**config.mk**
```make
export PLATFORM = sky130hd
export DESIGN_NAME = pixel_format_to_bgra_flat
export DESIGN_NICKNAME = d
export VERILOG_FILES = /design/src/hdl/pfb_pkg.sv /design/src/hdl/pfb_if.sv /design/src/hdl/pfb_yuv.sv /design/src/hdl/pixel_format_to_bgra.sv /design/src/flat_wrapper.sv
export SDC_FILE = /design/constraint.sdc
export NUM_CORES = 1
export LEC_CHECK = 0
export BUFFER_PORTS_ARGS = -buffer_cell sky130_fd_sc_hd__buf_2
export CAP_MARGIN = 20
export CORE_UTILIZATION = 50
export DETAILED_ROUTE_END_ITERATION = 10
export HOLD_SLACK_MARGIN = 0.06
export PLACE_DENSITY = 0.7
export SETUP_SLACK_MARGIN = 0.02
export SYNTH_ARGS = -nofsm -noshare
export SYNTH_HDL_FRONTEND = slang
export SYNTH_SLANG_ARGS = --single-unit
```
**constraint.sdc**
```tcl
create_clock -name clock -period 11.85 [get_ports clock]
set_clock_uncertainty 0.05 [all_clocks]
set_input_delay 3.555 -clock clock [delete_from_list [all_inputs] [get_ports clock]]
set_output_delay 3.555 -clock clock [all_outputs]
set_load 0.005 [all_outputs]
```
**src/hdl/pfb_pkg.sv**
```systemverilog
// Shared types, constants and register codes of the pixel format to BGRA converter.
`timescale 1ns / 1ps
`default_nettype none

package pfb_pkg;

   // Pixel byte and control port widths
   localparam int PIX_W      = 8;
   localparam int CSR_DATA_W = 32;
   localparam int CSR_ADDR_W = 3;
   localparam int FMT_W      = 2;

   // Q16 BT.601 coefficients, unsigned
   localparam int COEF_W = 17;
   localparam logic [COEF_W-1:0] COEF_RV = 17'd91881;
   localparam logic [COEF_W-1:0] COEF_GU = 17'd22545;
   localparam logic [COEF_W-1:0] COEF_GV = 17'd46793;
   localparam logic [COEF_W-1:0] COEF_BU = 17'd116130;

   // Widths of one colour term and of the unclamped sum
   localparam int TERM_W = 10;
   localparam int SUM_W  = 11;

   localparam logic [PIX_W-1:0] ALPHA_OPAQUE = 8'hFF;

   // Register indexes
   localparam logic [CSR_ADDR_W-3:0] REG_PIXEL_FORMAT = 1'b0;

   typedef logic [PIX_W-1:0] byte_type;

   typedef enum logic [FMT_W-1:0] {
      FMT_BGRA8  = 2'd0,
      FMT_RGBA8  = 2'd1,
      FMT_RGB8   = 2'd2,
      FMT_YUV420 = 2'd3
   } format_type;

   // One source pixel as taken from the input channel
   typedef struct packed {
      byte_type byte_a;
      byte_type byte_b;
      byte_type byte_c;
      byte_type byte_d;
      logic     end_of_frame;
   } req_type;

   // One BGRA pixel as handed to the result channel
   typedef struct packed {
      byte_type blue;
      byte_type green;
      byte_type red;
      byte_type alpha;
      logic     last_pixel;
   } rsp_type;

   // Luma and raw chroma samples into the colour converter
   typedef struct packed {
      byte_type y;
      byte_type u;
      byte_type v;
   } yuv_type;

   // Clamped colour bytes out of the colour converter
   typedef struct packed {
      byte_type blue;
      byte_type green;
      byte_type red;
   } bgr_type;

endpackage

`default_nettype wire

```
**src/hdl/pfb_if.sv**
```systemverilog
// Valid/ready channel interfaces for source pixels and BGRA result pixels.
`timescale 1ns / 1ps
`default_nettype none

interface pfb_req_if;
   import pfb_pkg::*;

   logic     valid;
   logic     ready;
   byte_type byte_a;
   byte_type byte_b;
   byte_type byte_c;
   byte_type byte_d;
   logic     end_of_frame;

   modport source (output valid, output byte_a, output byte_b, output byte_c,
                   output byte_d, output end_of_frame, input ready);
   modport sink   (input valid, input byte_a, input byte_b, input byte_c,
                   input byte_d, input end_of_frame, output ready);
endinterface

interface pfb_rsp_if;
   import pfb_pkg::*;

   logic     valid;
   logic     ready;
   byte_type blue;
   byte_type green;
   byte_type red;
   byte_type alpha;
   logic     last_pixel;

   modport source (output valid, output blue, output green, output red,
                   output alpha, output last_pixel, input ready);
   modport sink   (input valid, input blue, input green, input red,
                   input alpha, input last_pixel, output ready);
endinterface

`default_nettype wire

```
**src/hdl/pfb_yuv.sv**
```systemverilog
// BT.601 YUV to RGB colour converter with Q16 coefficients and byte clamping.
`timescale 1ns / 1ps
`default_nettype none

module pfb_yuv (
   input  pfb_pkg::yuv_type yuv_in,
   output pfb_pkg::bgr_type bgr_out
);
   import pfb_pkg::*;

   // Coefficient times |s|, shifted down by 16, sign restored (truncates toward zero)
   function automatic logic signed [TERM_W-1:0] q16_term(
      input logic [COEF_W-1:0]       coef,
      input logic signed [PIX_W-1:0] s
   );
      logic [PIX_W-1:0]          mag;
      logic [COEF_W+PIX_W-1:0]   prod;
      logic [PIX_W:0]            trunc;
      logic signed [TERM_W-1:0]  pos;
      mag   = s[PIX_W-1] ? PIX_W'(-s) : PIX_W'(s);
      prod  = (COEF_W+PIX_W)'(coef) * (COEF_W+PIX_W)'(mag);
      trunc = prod[COEF_W+PIX_W-1:16];
      pos   = signed'(TERM_W'(trunc));
      return s[PIX_W-1] ? -pos : pos;
   endfunction

   // Clamp a signed sum to 0..255
   function automatic byte_type clamp_byte(input logic signed [SUM_W-1:0] x);
      byte_type res;
      if (x < 0) begin
         res = '0;
      end else if (x > SUM_W'(signed'(255))) begin
         res = '1;
      end else begin
         res = x[PIX_W-1:0];
      end
      return res;
   endfunction

   logic signed [PIX_W-1:0]  u_s;
   logic signed [PIX_W-1:0]  v_s;
   logic signed [SUM_W-1:0]  y_s;
   logic signed [TERM_W-1:0] t_rv;
   logic signed [TERM_W-1:0] t_gu;
   logic signed [TERM_W-1:0] t_gv;
   logic signed [TERM_W-1:0] t_bu;
   logic signed [SUM_W-1:0]  red_sum;
   logic signed [SUM_W-1:0]  green_sum;
   logic signed [SUM_W-1:0]  blue_sum;

   // Remove the chroma offset of 128 by flipping the top bit
   assign u_s = signed'({~yuv_in.u[PIX_W-1], yuv_in.u[PIX_W-2:0]});
   assign v_s = signed'({~yuv_in.v[PIX_W-1], yuv_in.v[PIX_W-2:0]});
   assign y_s = signed'(SUM_W'(yuv_in.y));

   // One product per colour term
   assign t_rv = q16_term(COEF_RV, v_s);
   assign t_gu = q16_term(COEF_GU, u_s);
   assign t_gv = q16_term(COEF_GV, v_s);
   assign t_bu = q16_term(COEF_BU, u_s);

   // Sum and clamp each channel
   assign red_sum   = y_s + SUM_W'(t_rv);
   assign green_sum = y_s - SUM_W'(t_gu) - SUM_W'(t_gv);
   assign blue_sum  = y_s + SUM_W'(t_bu);

   assign bgr_out.red   = clamp_byte(red_sum);
   assign bgr_out.green = clamp_byte(green_sum);
   assign bgr_out.blue  = clamp_byte(blue_sum);

endmodule

`default_nettype wire

```
**src/hdl/pixel_format_to_bgra.sv**
```systemverilog
// Top level of the pixel format to BGRA converter: channels, register and pipeline.
//
// Use: each item on req_ch carries one source pixel (four bytes and an
// end-of-frame flag); each item on rsp_ch carries one BGRA pixel and the
// copied flag. Every input item gives exactly one result item, in order.
// The pixel_format register (byte address 0 on the csr_ APB port) picks the
// source layout: BGRA8, RGBA8, RGB8 or YUV420 (BT.601, Q16, clamped).
// Write it only while no items are in flight.
// Path: a pixel accepted on req_ch passes the input register, then the result
// register, before it is offered on rsp_ch.
// Throughput: one pixel per clock with rsp_ch.ready high, set by the two-register
// pipeline with a single pass of four small multipliers and clamps between them.
// Stall: while rsp_ch.ready is low a full result register holds; if the input
// register is empty, one more pixel is taken into it, then req_ch.ready drops.
// Reset: clears both valid flags and sets pixel_format to BGRA8.
`timescale 1ns / 1ps
`default_nettype none

module pixel_format_to_bgra (
   input  logic                                 clock,
   input  logic                                 reset,
   pfb_req_if.sink                              req_ch,
   pfb_rsp_if.source                            rsp_ch,
   input  logic                                 csr_psel,
   input  logic                                 csr_penable,
   input  logic                                 csr_pwrite,
   input  logic [pfb_pkg::CSR_ADDR_W-1:0]       csr_paddr,
   input  logic [pfb_pkg::CSR_DATA_W-1:0]       csr_pwdata,
   output logic [pfb_pkg::CSR_DATA_W-1:0]       csr_prdata,
   output logic                                 csr_pready
);
   import pfb_pkg::*;

   format_type format_ff, format_in;
   logic       in_valid_ff, in_valid_in;
   req_type    in_data_ff, in_data_in;
   logic       out_valid_ff, out_valid_in;
   rsp_type    out_data_ff, out_data_in;

   logic       out_take;
   logic       in_take;
   logic       csr_write;
   logic       csr_hit;
   yuv_type    yuv;
   bgr_type    yuv_bgr;
   rsp_type    conv;

   // Register access
   assign csr_pready = 1'b1;
   assign csr_hit    = csr_paddr[CSR_ADDR_W-1:2] == REG_PIXEL_FORMAT;
   assign csr_write  = csr_psel && csr_penable && csr_pwrite && csr_hit;
   assign csr_prdata = csr_hit ? CSR_DATA_W'(format_ff) : '0;

   always_comb begin
      format_in = format_ff;
      if (csr_write) begin
         format_in = format_type'(csr_pwdata[FMT_W-1:0]);
      end
   end

   // Pipeline handshake: result register frees when empty or taken
   assign out_take     = !out_valid_ff || rsp_ch.ready;
   assign in_take      = !in_valid_ff || out_take;
   assign req_ch.ready = in_take;

   always_comb begin
      in_valid_in  = in_take ? req_ch.valid : in_valid_ff;
      out_valid_in = out_take ? in_valid_ff : out_valid_ff;
   end

   // Capture the source pixel
   always_comb begin
      in_data_in = in_data_ff;
      if (in_take) begin
         in_data_in.byte_a       = req_ch.byte_a;
         in_data_in.byte_b       = req_ch.byte_b;
         in_data_in.byte_c       = req_ch.byte_c;
         in_data_in.byte_d       = req_ch.byte_d;
         in_data_in.end_of_frame = req_ch.end_of_frame;
      end
   end

   // Colour conversion for YUV420
   assign yuv.y = in_data_ff.byte_a;
   assign yuv.u = in_data_ff.byte_b;
   assign yuv.v = in_data_ff.byte_c;

   pfb_yuv u_yuv (
      .yuv_in  (yuv),
      .bgr_out (yuv_bgr)
   );

   // Rearrange bytes by source format
   always_comb begin
      conv.last_pixel = in_data_ff.end_of_frame;
      case (format_ff)
         FMT_BGRA8: begin
            conv.blue  = in_data_ff.byte_a;
            conv.green = in_data_ff.byte_b;
            conv.red   = in_data_ff.byte_c;
            conv.alpha = in_data_ff.byte_d;
         end
         FMT_RGBA8: begin
            conv.blue  = in_data_ff.byte_c;
            conv.green = in_data_ff.byte_b;
            conv.red   = in_data_ff.byte_a;
            conv.alpha = in_data_ff.byte_d;
         end
         FMT_RGB8: begin
            conv.blue  = in_data_ff.byte_c;
            conv.green = in_data_ff.byte_b;
            conv.red   = in_data_ff.byte_a;
            conv.alpha = ALPHA_OPAQUE;
         end
         default: begin
            conv.blue  = yuv_bgr.blue;
            conv.green = yuv_bgr.green;
            conv.red   = yuv_bgr.red;
            conv.alpha = ALPHA_OPAQUE;
         end
      endcase
   end

   // Load the result register when it is free
   assign out_data_in = out_take ? conv : out_data_ff;

   // Control state
   always_ff @(posedge clock) begin
      if (reset) begin
         format_ff    <= FMT_BGRA8;
         in_valid_ff  <= 1'b0;
         out_valid_ff <= 1'b0;
      end else begin
         format_ff    <= format_in;
         in_valid_ff  <= in_valid_in;
         out_valid_ff <= out_valid_in;
      end
   end

   // Payload
   always_ff @(posedge clock) begin
      in_data_ff  <= in_data_in;
      out_data_ff <= out_data_in;
   end

   // Drive the result channel
   assign rsp_ch.valid      = out_valid_ff;
   assign rsp_ch.blue       = out_data_ff.blue;
   assign rsp_ch.green      = out_data_ff.green;
   assign rsp_ch.red        = out_data_ff.red;
   assign rsp_ch.alpha      = out_data_ff.alpha;
   assign rsp_ch.last_pixel = out_data_ff.last_pixel;

endmodule

`default_nettype wire
```
**src/flat_wrapper.sv**
```systemverilog
// flat-port wrapper written by rule: the top's interface ports become plain ports
module pixel_format_to_bgra_flat import pfb_pkg::*;
  (clock, reset, csr_psel, csr_penable, csr_pwrite, csr_paddr, csr_pwdata, csr_prdata, csr_pready, req_ch_valid, req_ch_byte_a, req_ch_byte_b, req_ch_byte_c, req_ch_byte_d, req_ch_end_of_frame, req_ch_ready, rsp_ch_valid, rsp_ch_blue, rsp_ch_green, rsp_ch_red, rsp_ch_alpha, rsp_ch_last_pixel, rsp_ch_ready);
  pfb_req_if req_ch_i ();
  pfb_rsp_if rsp_ch_i ();
  input  logic clock;
  input  logic reset;
  input  logic csr_psel;
  input  logic csr_penable;
  input  logic csr_pwrite;
  input  logic [pfb_pkg::CSR_ADDR_W-1:0] csr_paddr;
  input  logic [pfb_pkg::CSR_DATA_W-1:0] csr_pwdata;
  output logic [pfb_pkg::CSR_DATA_W-1:0] csr_prdata;
  output logic csr_pready;
  input wire logic [$bits(req_ch_i.valid)-1:0] req_ch_valid;
  input wire logic [$bits(req_ch_i.byte_a)-1:0] req_ch_byte_a;
  input wire logic [$bits(req_ch_i.byte_b)-1:0] req_ch_byte_b;
  input wire logic [$bits(req_ch_i.byte_c)-1:0] req_ch_byte_c;
  input wire logic [$bits(req_ch_i.byte_d)-1:0] req_ch_byte_d;
  input wire logic [$bits(req_ch_i.end_of_frame)-1:0] req_ch_end_of_frame;
  output wire logic [$bits(req_ch_i.ready)-1:0] req_ch_ready;
  output wire logic [$bits(rsp_ch_i.valid)-1:0] rsp_ch_valid;
  output wire logic [$bits(rsp_ch_i.blue)-1:0] rsp_ch_blue;
  output wire logic [$bits(rsp_ch_i.green)-1:0] rsp_ch_green;
  output wire logic [$bits(rsp_ch_i.red)-1:0] rsp_ch_red;
  output wire logic [$bits(rsp_ch_i.alpha)-1:0] rsp_ch_alpha;
  output wire logic [$bits(rsp_ch_i.last_pixel)-1:0] rsp_ch_last_pixel;
  input wire logic [$bits(rsp_ch_i.ready)-1:0] rsp_ch_ready;
  assign req_ch_i.valid = req_ch_valid;
  assign req_ch_i.byte_a = req_ch_byte_a;
  assign req_ch_i.byte_b = req_ch_byte_b;
  assign req_ch_i.byte_c = req_ch_byte_c;
  assign req_ch_i.byte_d = req_ch_byte_d;
  assign req_ch_i.end_of_frame = req_ch_end_of_frame;
  assign req_ch_ready = req_ch_i.ready;
  assign rsp_ch_valid = rsp_ch_i.valid;
  assign rsp_ch_blue = rsp_ch_i.blue;
  assign rsp_ch_green = rsp_ch_i.green;
  assign rsp_ch_red = rsp_ch_i.red;
  assign rsp_ch_alpha = rsp_ch_i.alpha;
  assign rsp_ch_last_pixel = rsp_ch_i.last_pixel;
  assign rsp_ch_i.ready = rsp_ch_ready;
  pixel_format_to_bgra u_core (.clock(clock), .reset(reset), .req_ch(req_ch_i), .rsp_ch(rsp_ch_i), .csr_psel(csr_psel), .csr_penable(csr_penable), .csr_pwrite(csr_pwrite), .csr_paddr(csr_paddr), .csr_pwdata(csr_pwdata), .csr_prdata(csr_prdata), .csr_pready(csr_pready));
endmodule
```
; Word level (Yosys, flattened, before mapping)
; Index checks and enable logic that the tools add are counted.
; W data, S select, Z words.
[totals]
register_bits = 70
[op_classes]
addsub = 10
multipliers = 4
magnitude_cmp = 6
eq_ne = 2
muxes = 14
bitwise = 3
n_reduce_logical = 8
[op_table]
columns = operator, n
row1 = $pmux W32 S3, 1
row2 = $mux W8, 8
row3 = $mul A16 B8 Y24 const A, 2
row4 = $mux W10, 4
row5 = $gt A11 B9 Y1 const B, 3
row6 = $lt A11 B1 Y1 const B, 3
row7 = $mul A17 B8 Y25 const A, 1
row8 = $mul A15 B8 Y23 const A, 1
row9 = $add A9 B10 Y11, 2
row10 = $neg A9 Y10, 2
row11 = $neg A8 Y8, 2
row12 = $sub A11 B10 Y11, 1
row13 = $sub A9 B10 Y11, 1
row14 = $neg A7 Y10, 1
row15 = $neg A8 Y10, 1
row16 = $logic_and A1 B1 Y1, 3
row17 = $not A1 Y1, 3
row18 = $eq A2 B1 Y1 const B, 1
row19 = $eq A2 B2 Y1 const B, 1
row20 = $logic_not A1 Y1, 2
row21 = $logic_not A2 Y1, 1
row22 = $logic_or A1 B1 Y1, 2
row23 = $mux W2, 1

; Depth between registers and ports, before layout
[depth]
ltp_word = 12
mapped_depth = 37
mapped_depth_nobuf = 37

; Modules after synthesis
; A second synthesis with hierarchy kept.
[unflattened]
cells_unflattened = 1272
area_unflattened_um2 = 12067.8
[modules_own_cells]
columns = mod, instances, cells_per_inst, area_each_um2, seq_area_each_um2
row1 = pfb_yuv, 1, 1082, 8948.6, 0.0
row2 = pixel_format_to_bgra, 1, 190, 3119.2, 2062.0

; Worst setup path before layout
; No wires, ideal clock.
[synth_timing]
path_kind = reg2reg
start = reg u_core.in_data_ff[9] (netlist bit)
end = reg u_core.out_data_ff, in the netlist u_core.rsp_ch.green[0], data pin
setup_time_ns = 0.132
arrival_ns = 8.420
path_slack_ns = 3.248
stages_incl_launch_ff = 37
path_buffers = 0
synth_period_minus_slack_ns = 8.602
cell_sequence = edfxtp_1 inv_1 ha_1 a31oi_1 xor2_1 ha_1 xor2_1 ha_1 inv_1 fa_1 fa_1 inv_1 ha_1 and4_1 a221oi_1 o21ai_0 a21oi_1 xnor2_1 inv_1 ha_1 and2_1 a21oi_1 nor2_1 a31oi_1 xor2_1 fa_1 inv_1 ha_1 a21boi_1 o21ai_0 a21boi_1 o21a_1 o21a_1 a31oi_1 nor3_1 o31ai_1 o221a_2
[synth_rtl]
columns = item, line_no
row1 = from (decl), pixel_format_to_bgra.sv:36  ; req_type in_data_ff, in_data_in;
row2 = from (signal assigned), pixel_format_to_bgra.sv:142  ; in_data_ff <= in_data_in;
row3 = to (signal assigned), pixel_format_to_bgra.sv:143  ; out_data_ff <= out_data_in;
row4 = to (decl), pixel_format_to_bgra.sv:38  ; rsp_type out_data_ff, out_data_in;

==> metrics.txt <==
met3 Use GR=under 10%; Placer Congestion=0.884; TritonRoute pass-1 iters=5; initial antenna violation count=0; drt drc=0; Vias per Instance=~5.3; busiest metal layer after global routing=met2; IO Port Bufs=just under 80; final hold vios=0; Synth warnings=0; number of inserted diodes=0; largest cells by area after synthesis=ha_1, edfxtp_1, fa_1, inv_1, xnor2_1; min Tclk post-route=approximately 10 ns; Max Clk Rate=~100 MHz; I/O Pins=143; Worst Path Max Fanout=14; Final setup viols=0; met2 usage=38.3%; crit start category=register; final WL=25800 um; buffer count from post-CTS setup fixing=0; CTS Buf Count=9; Mapped Area=approximately 0.012 mm2; Top FF cell, synth=edfxtp_1; first-pass GRT wire length=roughly 43000 um; core area=between 0.02 and 0.025 mm2; EDFF count, synth=between 60 and 70; CP arrival=10.35 ns; Worst Path Required=~12 ns; Root Buffer=clkbuf_16; max-cap violations=0; htree depth=3; largest area contributor in the netlist=ha_1; grt total ovfl=0; Worst path max stage delay=between 0.8 and 0.9 ns; M1 GR Usage=between 20 and 30%; fraction of layout instances using a drive strength above 1=between 10 and 15%; most used cell, CP=ha_1; CTS Hold Bufs=0; largest net degree at the start of global routing=44; clk_lat worst skew=approximately 0.33 ns; post-synth cell types=88; cts repair resizes=0; setup_tns=0 ns; worst hold path type=reg -> reg; mean area per synthesized cell=slightly above 9 um2; clk slew on worst S/H paths=0.06 ns; #FFs+latches synth=70; RSZ-0062 raised after global routing=no; antenna violation net count after detailed routing=0; Post-Syn Instances=between 1k and 1.5k; Place WS=1.79 ns; Slowest-stage cell, CP=edfxtp_1; site row count=between 50 and 60; clock sink count=70; Tot GR Track Use=21.8%; fin crit share=~86%; CP Capture Type=register; Final Worst Setup Slack=roughly 1.6 ns; dpl hpwl=approximately 22000 um; Synth-to-Final Area Change=7.76%; Fillers=roughly 2.2k; area share of the largest cell type after synthesis=a little under a quarter; max_slew headroom=a little under a third; number of DRC markers in iteration 0=473; die width=roughly 160 um; max-slew violation count=0; Avg WL per Cell=around 15 um; register area share after synthesis=about 17%; slew of the pin with the lowest slew margin=between 1 and 1.5 ns; Max clock buf depth=2; vias in the first global route=about 9k; Vias=between 9k and 10k; Die Y=approximately 160 um; Starting Density=between 50% and 60%; type of the worst setup path=reg -> reg; ys async rst share=0%; status=finished, final reports clean; # nets final=between 1.5k and 2k; DIE AREA=around 0.024 mm2; CTS tree=yes
## flip-flops by register name, indices dropped and copies added, names as in the netlist
name / cells
u_core.in_data_ff: 32
u_core.rsp_ch.alpha: 8
u_core.rsp_ch.blue: 8
u_core.rsp_ch.green: 8
u_core.rsp_ch.red: 8
u_core.format_ff: 2
u_core.conv: 1
u_core.in_valid_ff: 1
u_core.rsp_ch.last_pixel: 1
u_core.rsp_ch.valid: 1
## area by class of cell
cell class	count	area [um2]	share of cell area (%)
Inverter	215	807	6.28
Tap cell	319	399	3.11
Multi-Input combinational cell	994	8840	68.8
Timing Repair Buffer	89	470	3.66
Clock buffer	9	225	1.75
Sequential cell	70	2060	16.0
Clock inverter	7	48.8	0.380
## routing by layer
layer,part of all wire (%),wire [um]
met1,47,12200
met2,48,12200
met3,3.8,978
met4,1.3,341
met5,0,0
## synthesized netlist by cell type (11+ instances only)
master	n
a211oi_1	11
nor2b_1	21
nand2_1	66
edfxtp_1	66
clkbuf_1	12
fa_1	81
o21ai_0	29
a21o_1	25
inv_1	214
xnor2_1	55
ha_1	221
a21oi_1	72
or2_2	12
nor3_1	24
o21ai_1	14
nor2_1	92
buf_4	31
mux2i_1	12
xor2_1	40
## kinds of logic after synthesis
logic type               Yosys count  synth area share (%)
AO/OA/AOI/OAI                    263                  15.7
AND/OR/NAND/NOR                  284                  11.8
flip-flops                        70                  17.3
adder cells (fa/ha/maj)          302                  36.8
other                              2                0.0630
XOR/XNOR                          98                  7.48
buffers and inverters            269                  9.51
multiplexers                      16                  1.39
## path summary, 6_finish.rpt
kind                         from                        to  cells after the start  slack [ns]
min reg2reg        u_core.conv[0]  u_core.rsp_ch.last_pixel                      0        0.37
max          u_core.in_data_ff[9]    u_core.rsp_ch.green[0]                     37        1.63
min                u_core.conv[0]  u_core.rsp_ch.last_pixel                      0        0.37
max reg2reg  u_core.in_data_ff[9]    u_core.rsp_ch.green[0]                     37        1.63
## cell usage in the layout (no fill, tap or decap), drive strengths merged, types with 5 or more instances in the layout
master	instances
nor2	92
and4	5
a31oi	13
nand3	11
mux2i	12
clkbuf	9
inv	216
a21o	25
o21ai	43
nor2b	22
o221ai	6
edfxtp	66
o221a	8
nand2b	10
o21a	9
o211ai	9
ha	221
xor2	40
nor4	5
a21boi	11
and2	8
xnor2	58
a211oi	12
or2	14
fa	81
o21bai	10
nand4	8
a21oi	75
and3	6
o22ai	5
conb	31
buf	89
nand2	67
nor3	24
## critical path: cells and delay by family (launching register included)
family                     cells  cell delay [ns]
AOI/OAI and AO/OA             14             3.81
adders and majority gates      9             3.00
xor gates and xnor gates       4             1.03
DFF                            1             0.87
buffers and inverters          5             0.66
and+or+nand+nor                5             0.62
## metrics by stage
stage / hold WS [ns] / cell area [um2] / utilization [%] / std cells
global route: 0.388 / 12800 / 54.9 / 1703
global placement: 0.350 / 12600 / 53.7 / 1687
CTS: 0.382 / 12800 / 54.9 / 1703
detailed placement: 0.366 / 12600 / 53.7 / 1687
finish: 0.375 / 12800 / 54.9 / 1703
floorplan: 0.350 / 12000 / - / 1333
Power is left out: the tool's default activity adds up to more than one toggle a clock period on the data nets, which glitch-free logic cannot reach.
